==> src/rtl/csc_pkg.sv <==
`timescale 1ns / 1ps
// ----------------------------------------------------------------------------
// csc_pkg
// shared widths, constants, arctangent table and pipeline word type
// ----------------------------------------------------------------------------
package csc_pkg;

  localparam int ITERATIONS = 16;
  localparam int DATA_WIDTH = 16;
  localparam int TABLE_LEN  = 16;
  localparam int IDX_W      = $clog2(TABLE_LEN);

  localparam int ANGLE_W = 16;
  localparam int OUT_W   = 16;
  localparam int XY_W    = ((DATA_WIDTH > 16) ? DATA_WIDTH : 16) + 2;
  localparam int Z_W     = ANGLE_W + 1;

  localparam logic signed [ANGLE_W-1:0] HALF_PI_Q14 = 16'sd25735;
  localparam logic signed [XY_W-1:0]    GAIN_Q15    = XY_W'(19898);
  localparam logic signed [XY_W-1:0]    SAT_MAX     = XY_W'((64'd1 << (DATA_WIDTH - 1)) - 1);
  localparam logic signed [XY_W-1:0]    SAT_MIN     = -SAT_MAX - XY_W'(1);

  typedef struct packed {
    logic signed [XY_W-1:0] x;
    logic signed [XY_W-1:0] y;
    logic signed [Z_W-1:0]  z;
    logic                   oor;
  } csc_data_t;

  // atan(2^-i) in q14, rounded
  function automatic logic signed [Z_W-1:0] atan_q14(input logic [IDX_W-1:0] idx);
    logic signed [Z_W-1:0] v;
    unique case (idx)
      4'd0:    v = Z_W'(12868);
      4'd1:    v = Z_W'(7596);
      4'd2:    v = Z_W'(4014);
      4'd3:    v = Z_W'(2037);
      4'd4:    v = Z_W'(1023);
      4'd5:    v = Z_W'(512);
      4'd6:    v = Z_W'(256);
      4'd7:    v = Z_W'(128);
      4'd8:    v = Z_W'(64);
      4'd9:    v = Z_W'(32);
      4'd10:   v = Z_W'(16);
      4'd11:   v = Z_W'(8);
      4'd12:   v = Z_W'(4);
      4'd13:   v = Z_W'(2);
      4'd14:   v = Z_W'(1);
      default: v = '0;
    endcase
    return v;
  endfunction

endpackage

==> src/rtl/csc_pre.sv <==
`timescale 1ns / 1ps
// ----------------------------------------------------------------------------
// csc_pre
// input register: range check and cordic start vector
// ----------------------------------------------------------------------------
module csc_pre (
  input  logic                                clk,
  input  logic                                rst,
  input  logic                                in_valid,
  output logic                                in_ready,
  input  logic signed [csc_pkg::ANGLE_W-1:0]  angle,
  output logic                                out_valid,
  input  logic                                out_ready,
  output csc_pkg::csc_data_t                  out_data
);

  csc_pkg::csc_data_t data_next;

  assign in_ready = !out_valid || out_ready;

  always_comb begin
    data_next.x   = csc_pkg::GAIN_Q15;
    data_next.y   = '0;
    data_next.z   = csc_pkg::Z_W'(angle);
    data_next.oor = (angle > csc_pkg::HALF_PI_Q14) || (angle < -csc_pkg::HALF_PI_Q14);
  end

  always_ff @(posedge clk) begin
    if (rst) begin
      out_valid <= 1'b0;
    end else if (in_valid && in_ready) begin
      out_valid <= 1'b1;
    end else if (out_ready) begin
      out_valid <= 1'b0;
    end
  end

  always_ff @(posedge clk) begin
    if (in_valid && in_ready) begin
      out_data <= data_next;
    end
  end

endmodule

==> src/rtl/csc_stage.sv <==
`timescale 1ns / 1ps
// ----------------------------------------------------------------------------
// csc_stage
// one registered rotation-mode cordic iteration
// ----------------------------------------------------------------------------
module csc_stage (
  input  logic                              clk,
  input  logic                              rst,
  input  logic [csc_pkg::IDX_W-1:0]         shift,
  input  logic signed [csc_pkg::Z_W-1:0]    atan,
  input  logic                              in_valid,
  output logic                              in_ready,
  input  csc_pkg::csc_data_t                in_data,
  output logic                              out_valid,
  input  logic                              out_ready,
  output csc_pkg::csc_data_t                out_data
);

  logic signed [csc_pkg::XY_W-1:0] xs;
  logic signed [csc_pkg::XY_W-1:0] ys;
  csc_pkg::csc_data_t              data_next;

  assign in_ready = !out_valid || out_ready;
  assign xs       = in_data.x >>> shift;
  assign ys       = in_data.y >>> shift;

  always_comb begin
    data_next.oor = in_data.oor;
    if (in_data.z > 0) begin
      data_next.x = in_data.x - ys;
      data_next.y = in_data.y + xs;
      data_next.z = in_data.z - atan;
    end else begin
      data_next.x = in_data.x + ys;
      data_next.y = in_data.y - xs;
      data_next.z = in_data.z + atan;
    end
  end

  always_ff @(posedge clk) begin
    if (rst) begin
      out_valid <= 1'b0;
    end else if (in_valid && in_ready) begin
      out_valid <= 1'b1;
    end else if (out_ready) begin
      out_valid <= 1'b0;
    end
  end

  always_ff @(posedge clk) begin
    if (in_valid && in_ready) begin
      out_data <= data_next;
    end
  end

endmodule

==> src/rtl/csc_post.sv <==
`timescale 1ns / 1ps
// ----------------------------------------------------------------------------
// csc_post
// output register: saturation and out-of-range forcing
// ----------------------------------------------------------------------------
module csc_post (
  input  logic                                clk,
  input  logic                                rst,
  input  logic                                in_valid,
  output logic                                in_ready,
  input  csc_pkg::csc_data_t                  in_data,
  output logic                                out_valid,
  input  logic                                out_ready,
  output logic signed [csc_pkg::OUT_W-1:0]    sine,
  output logic signed [csc_pkg::OUT_W-1:0]    cosine,
  output logic                                out_of_range
);

  logic signed [csc_pkg::XY_W-1:0] y_sat;
  logic signed [csc_pkg::XY_W-1:0] x_sat;
  logic signed [csc_pkg::OUT_W-1:0] sine_next;
  logic signed [csc_pkg::OUT_W-1:0] cosine_next;

  assign in_ready = !out_valid || out_ready;

  always_comb begin
    priority if (in_data.y > csc_pkg::SAT_MAX) begin
      y_sat = csc_pkg::SAT_MAX;
    end else if (in_data.y < csc_pkg::SAT_MIN) begin
      y_sat = csc_pkg::SAT_MIN;
    end else begin
      y_sat = in_data.y;
    end
    priority if (in_data.x > csc_pkg::SAT_MAX) begin
      x_sat = csc_pkg::SAT_MAX;
    end else if (in_data.x < csc_pkg::SAT_MIN) begin
      x_sat = csc_pkg::SAT_MIN;
    end else begin
      x_sat = in_data.x;
    end
    if (in_data.oor) begin
      sine_next   = '0;
      cosine_next = '0;
    end else begin
      sine_next   = y_sat[csc_pkg::OUT_W-1:0];
      cosine_next = x_sat[csc_pkg::OUT_W-1:0];
    end
  end

  always_ff @(posedge clk) begin
    if (rst) begin
      out_valid <= 1'b0;
    end else if (in_valid && in_ready) begin
      out_valid <= 1'b1;
    end else if (out_ready) begin
      out_valid <= 1'b0;
    end
  end

  always_ff @(posedge clk) begin
    if (in_valid && in_ready) begin
      sine         <= sine_next;
      cosine       <= cosine_next;
      out_of_range <= in_data.oor;
    end
  end

endmodule

==> src/rtl/cordic_sine_cosine.sv <==
`timescale 1ns / 1ps
// ----------------------------------------------------------------------------
// cordic_sine_cosine
// pipelined cordic sine and cosine of a q14 angle
// ----------------------------------------------------------------------------
// Accepts one angle per clock unless back-pressure on the master side has filled
// the pipeline, and returns its sine and cosine in q15 through one input
// register, one register per cordic iteration and one output register. Angles
// beyond +/- pi/2 give zero results with the range flag set. Back-pressure on
// the master side holds every stage in place; nothing is dropped or repeated.
// ----------------------------------------------------------------------------
module cordic_sine_cosine (
  input  logic        clk,
  input  logic        rst,
  input  logic        s_tvalid,
  output logic        s_tready,
  input  logic [15:0] s_tdata,   // angle[15:0]
  output logic        m_tvalid,
  input  logic        m_tready,
  output logic [31:0] m_tdata,   // sine[15:0], cosine[31:16]
  output logic [0:0]  m_tuser    // out_of_range[0]
);

  localparam int N = csc_pkg::ITERATIONS;

  logic               valid [N+1];
  logic               ready [N+1];
  csc_pkg::csc_data_t data  [N+1];

  logic signed [csc_pkg::OUT_W-1:0] sine;
  logic signed [csc_pkg::OUT_W-1:0] cosine;
  logic                             out_of_range;

  csc_pre u_pre (
    .clk       (clk),
    .rst       (rst),
    .in_valid  (s_tvalid),
    .in_ready  (s_tready),
    .angle     (s_tdata),
    .out_valid (valid[0]),
    .out_ready (ready[0]),
    .out_data  (data[0])
  );

  for (genvar i = 0; i < N; i++) begin : g_stage
    csc_stage u_stage (
      .clk       (clk),
      .rst       (rst),
      .shift     (csc_pkg::IDX_W'(i)),
      .atan      (csc_pkg::atan_q14(csc_pkg::IDX_W'(i))),
      .in_valid  (valid[i]),
      .in_ready  (ready[i]),
      .in_data   (data[i]),
      .out_valid (valid[i+1]),
      .out_ready (ready[i+1]),
      .out_data  (data[i+1])
    );
  end

  csc_post u_post (
    .clk          (clk),
    .rst          (rst),
    .in_valid     (valid[N]),
    .in_ready     (ready[N]),
    .in_data      (data[N]),
    .out_valid    (m_tvalid),
    .out_ready    (m_tready),
    .sine         (sine),
    .cosine       (cosine),
    .out_of_range (out_of_range)
  );

  assign m_tdata = {cosine, sine};
  assign m_tuser = out_of_range;

endmodule

==> config.mk <==
export PLATFORM = sky130hd
export DESIGN_NAME = cordic_sine_cosine
export DESIGN_NICKNAME = d
export VERILOG_FILES = /design/src/rtl/csc_pkg.sv /design/src/rtl/csc_pre.sv /design/src/rtl/csc_stage.sv /design/src/rtl/csc_post.sv /design/src/rtl/cordic_sine_cosine.sv
export SDC_FILE = /design/constraint.sdc
export NUM_CORES = 2
export LEC_CHECK = 0
export BUFFER_PORTS_ARGS = -buffer_cell sky130_fd_sc_hd__buf_2
export CORE_MARGIN = 2
export CORE_UTILIZATION = 34
export DETAILED_ROUTE_END_ITERATION = 6
export GPL_ROUTABILITY_DRIVEN = 0
export PLACE_DENSITY = 0.57
export SKIP_CTS_REPAIR_TIMING = 1
export SYNTH_ARGS = -nofsm -noshare
export SYNTH_HDL_FRONTEND = slang
export SYNTH_SLANG_ARGS = --single-unit
==> constraint.sdc <==
create_clock -name clk -period 5.62 [get_ports clk]
set_input_delay 0.562 -clock clk [delete_from_list [all_inputs] [get_ports clk]]
set_output_delay 0.562 -clock clk [all_outputs]
set_load 0.01 [all_outputs]
* Word-level counts from Yosys, hierarchy flattened
Cells that the tools add are included.
Word-level totals: input bits 20, output and inout port bits 35, logic and storage cells 331, flip-flop bits (word level) 912
Cells by class: magnitude comparators 22, reduce and logical (&&, ||, !) cells 75, $add $sub $neg 90, mux-type cells 56
Operator list (count):
- two-way mux 53 bit | 15
- greater-than comparator 17 x 1 -> 1 bit, second input constant | 15
- adder 18 x 15 -> 18 bit | 3
- subtractor 18 x 15 -> 18 bit | 3
- adder 18 x 10 -> 18 bit | 2
- adder 18 x 11 -> 18 bit | 2
- adder 18 x 12 -> 18 bit | 2
- adder 18 x 13 -> 18 bit | 2
- adder 18 x 14 -> 18 bit | 2
- adder 18 x 16 -> 18 bit | 2
- adder 18 x 3 -> 18 bit | 2
- adder 18 x 4 -> 18 bit | 2
- adder 18 x 5 -> 18 bit | 2
- adder 18 x 6 -> 18 bit | 2
- adder 18 x 7 -> 18 bit | 2
- adder 18 x 8 -> 18 bit | 2
- adder 18 x 9 -> 18 bit | 2
- greater-than comparator 18 x 16 -> 1 bit, second input constant | 2
- < comparator 18 x 16 -> 1 bit, second input constant | 2
- two-way mux 1 bit | 36
- nonzero test 2 bit | 18
- subtractor 18 x 10 -> 18 bit | 2
- subtractor 18 x 11 -> 18 bit | 2
- subtractor 18 x 12 -> 18 bit | 2
- other kinds (50) | 117

* Logic depth before layout (Yosys ltp)
depth after elaboration 21, gate-level depth with buffers 18, gate-level depth less buffers 18

* Cells and area by module
Synthesis repeated with hierarchy kept, for this count alone.
Second synthesis, totals: cells, all modules 11659, area total of the unflattened synthesis 110358.3 um^2
Modules (own cells, without submodules):
- csc_stage at g_stage[10].u_stage ... | sequential area each 1641.6 um^2, cells each 710, times used 9, area an instance 6687.7 um^2
- csc_stage at g_stage[6].u_stage ... | sequential area each 1641.6 um^2, cells each 713, times used 2, area an instance 6680.2 um^2
- csc_stage at g_stage[13].u_stage | sequential area each 1641.6 um^2, cells each 722, times used 1, area an instance 6962.9 um^2
- csc_stage at g_stage[9].u_stage | sequential area each 1641.6 um^2, cells each 743, times used 1, area an instance 6815.3 um^2
- csc_stage at g_stage[12].u_stage | sequential area each 1641.6 um^2, cells each 729, times used 1, area an instance 6792.8 um^2
- csc_stage at g_stage[0].u_stage | sequential area each 1641.6 um^2, cells each 722, times used 1, area an instance 6752.7 um^2
- csc_stage at g_stage[7].u_stage | sequential area each 1641.6 um^2, cells each 700, times used 1, area an instance 6730.2 um^2
- csc_post | sequential area each 1011.0 um^2, cells each 150, times used 1, area an instance 1821.7 um^2
- csc_pre | sequential area each 530.5 um^2, cells each 75, times used 1, area an instance 925.9 um^2
- cordic_sine_cosine | sequential area each 0.0 um^2, cells each 2, times used 1, area an instance 7.5 um^2

* Worst setup path after synthesis
No wires, ideal clock.
path kind in2reg, from input m_tready, to register g_stage[3].u_stage.out_data[0] (netlist bit) (enable), buffers on the path 0, cell stages on the path 6, data arrival time 5.390 ns, required time 5.072 ns, library setup time 0.548 ns, setup slack -0.318 ns, cells stage by stage and4b_1 and3_1 nand3_1 nor3_1 and2_0 a21boi_0
On the way: word-level cells in the longest chain between the ends 15
Ends and longest elaborated chain:
- from (decl) | line cordic_sine_cosine.sv:19 | input logic m_tready,
- logical OR 1 bit | line csc_post.sv:24 | assign in_ready = !out_valid || out_ready;
- logical OR 1 bit (13 in series) | line csc_stage.sv:23 | assign in_ready = !out_valid || out_ready;
- logical AND 1 bit | line csc_stage.sv:51 | if (in_valid && in_ready) begin
- to (signal assigned) | line csc_stage.sv:52 | out_data <= data_next;
- to (decl) | line csc_stage.sv:16 | output csc_pkg::csc_data_t out_data
No other way between the ends. A chain may end at the register's enable or synchronous reset.

==> results by group <==
Logic synthesis
  • Sequential share of the synthesized area: about 42%
  • Post-synth EDFFs: approximately 850
  • Post-synthesis compound-gate area fraction: around 15%
  • Xor/xnor cell area share of the yosys netlist: a little under an eighth
  • Netlist cell types: 75
  • Synthesized cell area: 61,420 sq um
  • Number of synthesized register bits: roughly 870
  • Most numerous cell in the Yosys netlist: edfxtp_1
  • Synth top area share: a little over two fifths
  • Area leader, netlist: edfxtp_1
  • Predominant post-synthesis flop cell: edfxtp_1
  • Syn nets: around 6,600
  • Most frequent cells after synthesis: edfxtp_1 (853), ha_1 (722), xnor2_1 (552)
  • Synth warn: 0
  • Largest family of logic cells by synthesized area: adder cells
  • Mean Syn Cell Area: 10.52 sq um
  • Synth area leaders: edfxtp_1 (42%), ha_1 (15%), xnor2_1 (7.9%)
  • Post-Syn Instances: 5,836
  • Synth Area in Simple Gates: approximately an eighth
  • Post-Synth Adder-Cell Area: between 10% and 20%
  • Mux share of post-synthesis cell area: less than 1%
  • Share of flip-flops with an asynchronous set or reset: 0%

Timing
  • RSZ-0062 raised after global routing: no
  • Hold Vio Cnt, Final: 0
  • Period minus WS final: 5.014 ns
  • Worst hold slack: 0.05103 ns
  • Post-Route Skew: 0.05238 ns
  • Worst-margin pin slew: 1.109 ns
  • Final setup fails: 0
  • Fmax: 199.4 MHz
  • Final worst path period share: 89.22%
  • Slew Limit Fails: 0
  • Total negative slack: 0 ns
  • Worst slew margin: about a quarter

Die
  • Die height: roughly 430 microns
  • # rows: around 160
  • Area of the die: approximately 180,000 sq um
  • Core area: 179,000 sq um
  • I/O pin cnt: 55
  • Initial Util: between 30% and 40%
  • Chip width: 429.0 microns

Clocking
  • CTS tree: built
  • Clock latency on the worst-skew pair: 0.72 ns
  • H-tree depth: 3
  • Max Buffers Root-to-Sink: 3
  • CTS Root Cell: clkbuf_16
  • Clock-pin slew on the worst setup and hold paths: 0.06 ns
  • CTS buffer count: approximately 100
  • # clock sinks: between 800 and 900

Setup path
  • Critical path data arrival time: 5.47 ns
  • Crit Path Max Fanout: 22
  • CP Capture Type: flip-flop
  • Worst EP required: approximately 6 ns
  • Startpoint Class: flip-flop
  • CP Cell Sequence: nor4_1, nand4_1, nor2b_1, buf_4, inv_1, buf_4, nor2_1, xnor2_1, ha_1, o21ai_0, nand2b_1, a2111oi_0, nor3_1, or3_1, a31o_2, a21oi_1, xnor2_1
  • CP delay by family, top: simple AND/OR/NAND/NOR gates
  • Slowest CP cell: a2111oi_0
  • Setup CP Type: flip-flop to flip-flop
  • Worst Path Buf+Inv: 3
  • Max incr delay on CP: 0.65 ns

Worst hold path
  • Min-Delay Path Class: primary input to flip-flop

Status
  • Run status: finished, final reports clean

Placement
  • Placed cell area: roughly 65,000 sq um
  • Inst Count DP: 8,230
  • Port Buf Inserts: between 50 and 60
  • Dpl hpwl: around 100,000 microns

Detailed routing
  • WL final: 132,100 microns
  • Via count: 42,910
  • Drt pass-1 iters: 5
  • 1st-iter DRT viols: 2,220
  • Routed len/inst: 15.67 microns
  • Number of remaining DRC errors: 0
  • Routed vias/inst: between 5 and 6
  • Antenna Violating Nets Remaining: 0

Global route
  • GR Overflow Total: 0
  • Global-route usage over all layers: 14.13%
  • Initial antenna violation count: 0
  • Vias in the first global route: ~42,000
  • First-pass GRT wire length: around 220,000 microns
  • Pin count of the biggest net entering global routing: 55

Layout
  • Fillers: roughly 17,000
  • Finished Layout Cells: about 8,400
  • Final core occ: a little under two fifths
  • Design area: 68,410 sq um
  • Nets: just under 7,000
  • Area Growth Syn to Fin: 11.38%
  • Layout cells sized above 1: around 5.7%

Pwr
  • Leak Pwr: ~26 nW
  • Power Density: 216.8 nW/um^2
  • Max rail drop VDD: around 0.25 mV

Job
  • Max Cap Viol: 0
-- per-layer routing --
| metal | wire (microns) | global-route usage [%] |
|---|---|---|
| met1 | 56450 | 16.51 |
| met5 | 0 | 0 |
| met3 | 3576 | 1.915 |
| met4 | 4150 | 4.634 |
| met2 | 67880 | 26.39 |
-- per-stage QoR --
step                      power [mW]  worst slack, ns
final                          14.83           0.6060
after global routing           15.43           0.2563
after CTS                      15.09           0.6643
after detailed placement       8.196           0.6857
after global placement         8.185           0.6756
after floorplan                7.996          0.09629
-- worst paths after layout --
check	from	depth (start not counted)	slack (ns)	end
max	g_stage[3].u_stage.out_data[12]$_DFFE_PP_	17	0.61	g_stage[4].u_stage.out_data[35]$_DFFE_PP_
min reg2reg	g_stage[7].u_stage.out_data[0]$_DFFE_PP_	0	0.42	g_stage[8].u_stage.out_data[0]$_DFFE_PP_
max reg2reg	g_stage[3].u_stage.out_data[12]$_DFFE_PP_	17	0.61	g_stage[4].u_stage.out_data[35]$_DFFE_PP_
min	s_tdata[0]	1	0.05	u_pre.out_data[1]$_DFFE_PP_
-- area by class of cell --
class                           count  area [sq um]  area share [%]
Antenna cell                        1         2.502        0.003658
Clock buffer                      127          2709           3.960
Clock inverter                     66         742.0           1.085
Inverter                          312          1171           1.712
Multi-Input combinational cell   4594         34240           50.05
Sequential cell                   871         25970           37.97
Tap cell                         2355          2947           4.307
Timing Repair Buffer              100         620.6          0.9072
-- where the power goes --
group,internal [mW],switching [mW],leakage (nW)
sequential,7.17,0.0525,7.85
combinational,0.373,0.467,16.9
clock,4.00,2.78,1.66
total,11.5,3.30,26.4
-- sequential cells by signal, summed over array words and instances, names as in the netlist --
name / cells
u_post.sine: 16
u_post.out_valid: 1
u_pre.out_data: 17
u_pre.out_valid: 1
g_stage.u_stage.out_data: 803
g_stage.u_stage.out_valid: 16
u_post.out_of_range: 1
u_post.cosine: 16
-- cells in the final DEF, fill, tap and decap left out, drive strengths merged, types with 16 or more instances in the layout --
cell type and n:
nand4 33, nor4 79, dfxtp 18, and3 40, and2 17, o21ai 269, or3 75, nand2b 80
inv 313, a31o 16, a21o 143, o21a 125, edfxtp 853, nand2 339, xnor2 552, clkinv 44
fa 47, or2 27, a31oi 54, buf 98, and4 19, o21bai 78, a211o 18, a21oi 452
xor2 247, o31ai 60, nor2 481, nand3 73, a41oi 19, nor2b 98, nor3 157, o41ai 25
ha 722, a21boi 17, mux2i 22, o211ai 32, clkbuf 127, a211oi 39
-- cells by family (layout without fill, tap and decap cells) --
kind of cell,count (synthesis),after routing
other,1,2
AO/OA/AOI/OAI,1429,1429
buffers and inverters,371,605
flip-flops,871,871
adder cells (fa/ha/maj),769,769
AND/OR/NAND/NOR,1562,1562
multiplexers,34,34
XOR/XNOR,799,799
(Power assumes the default switching activity.)
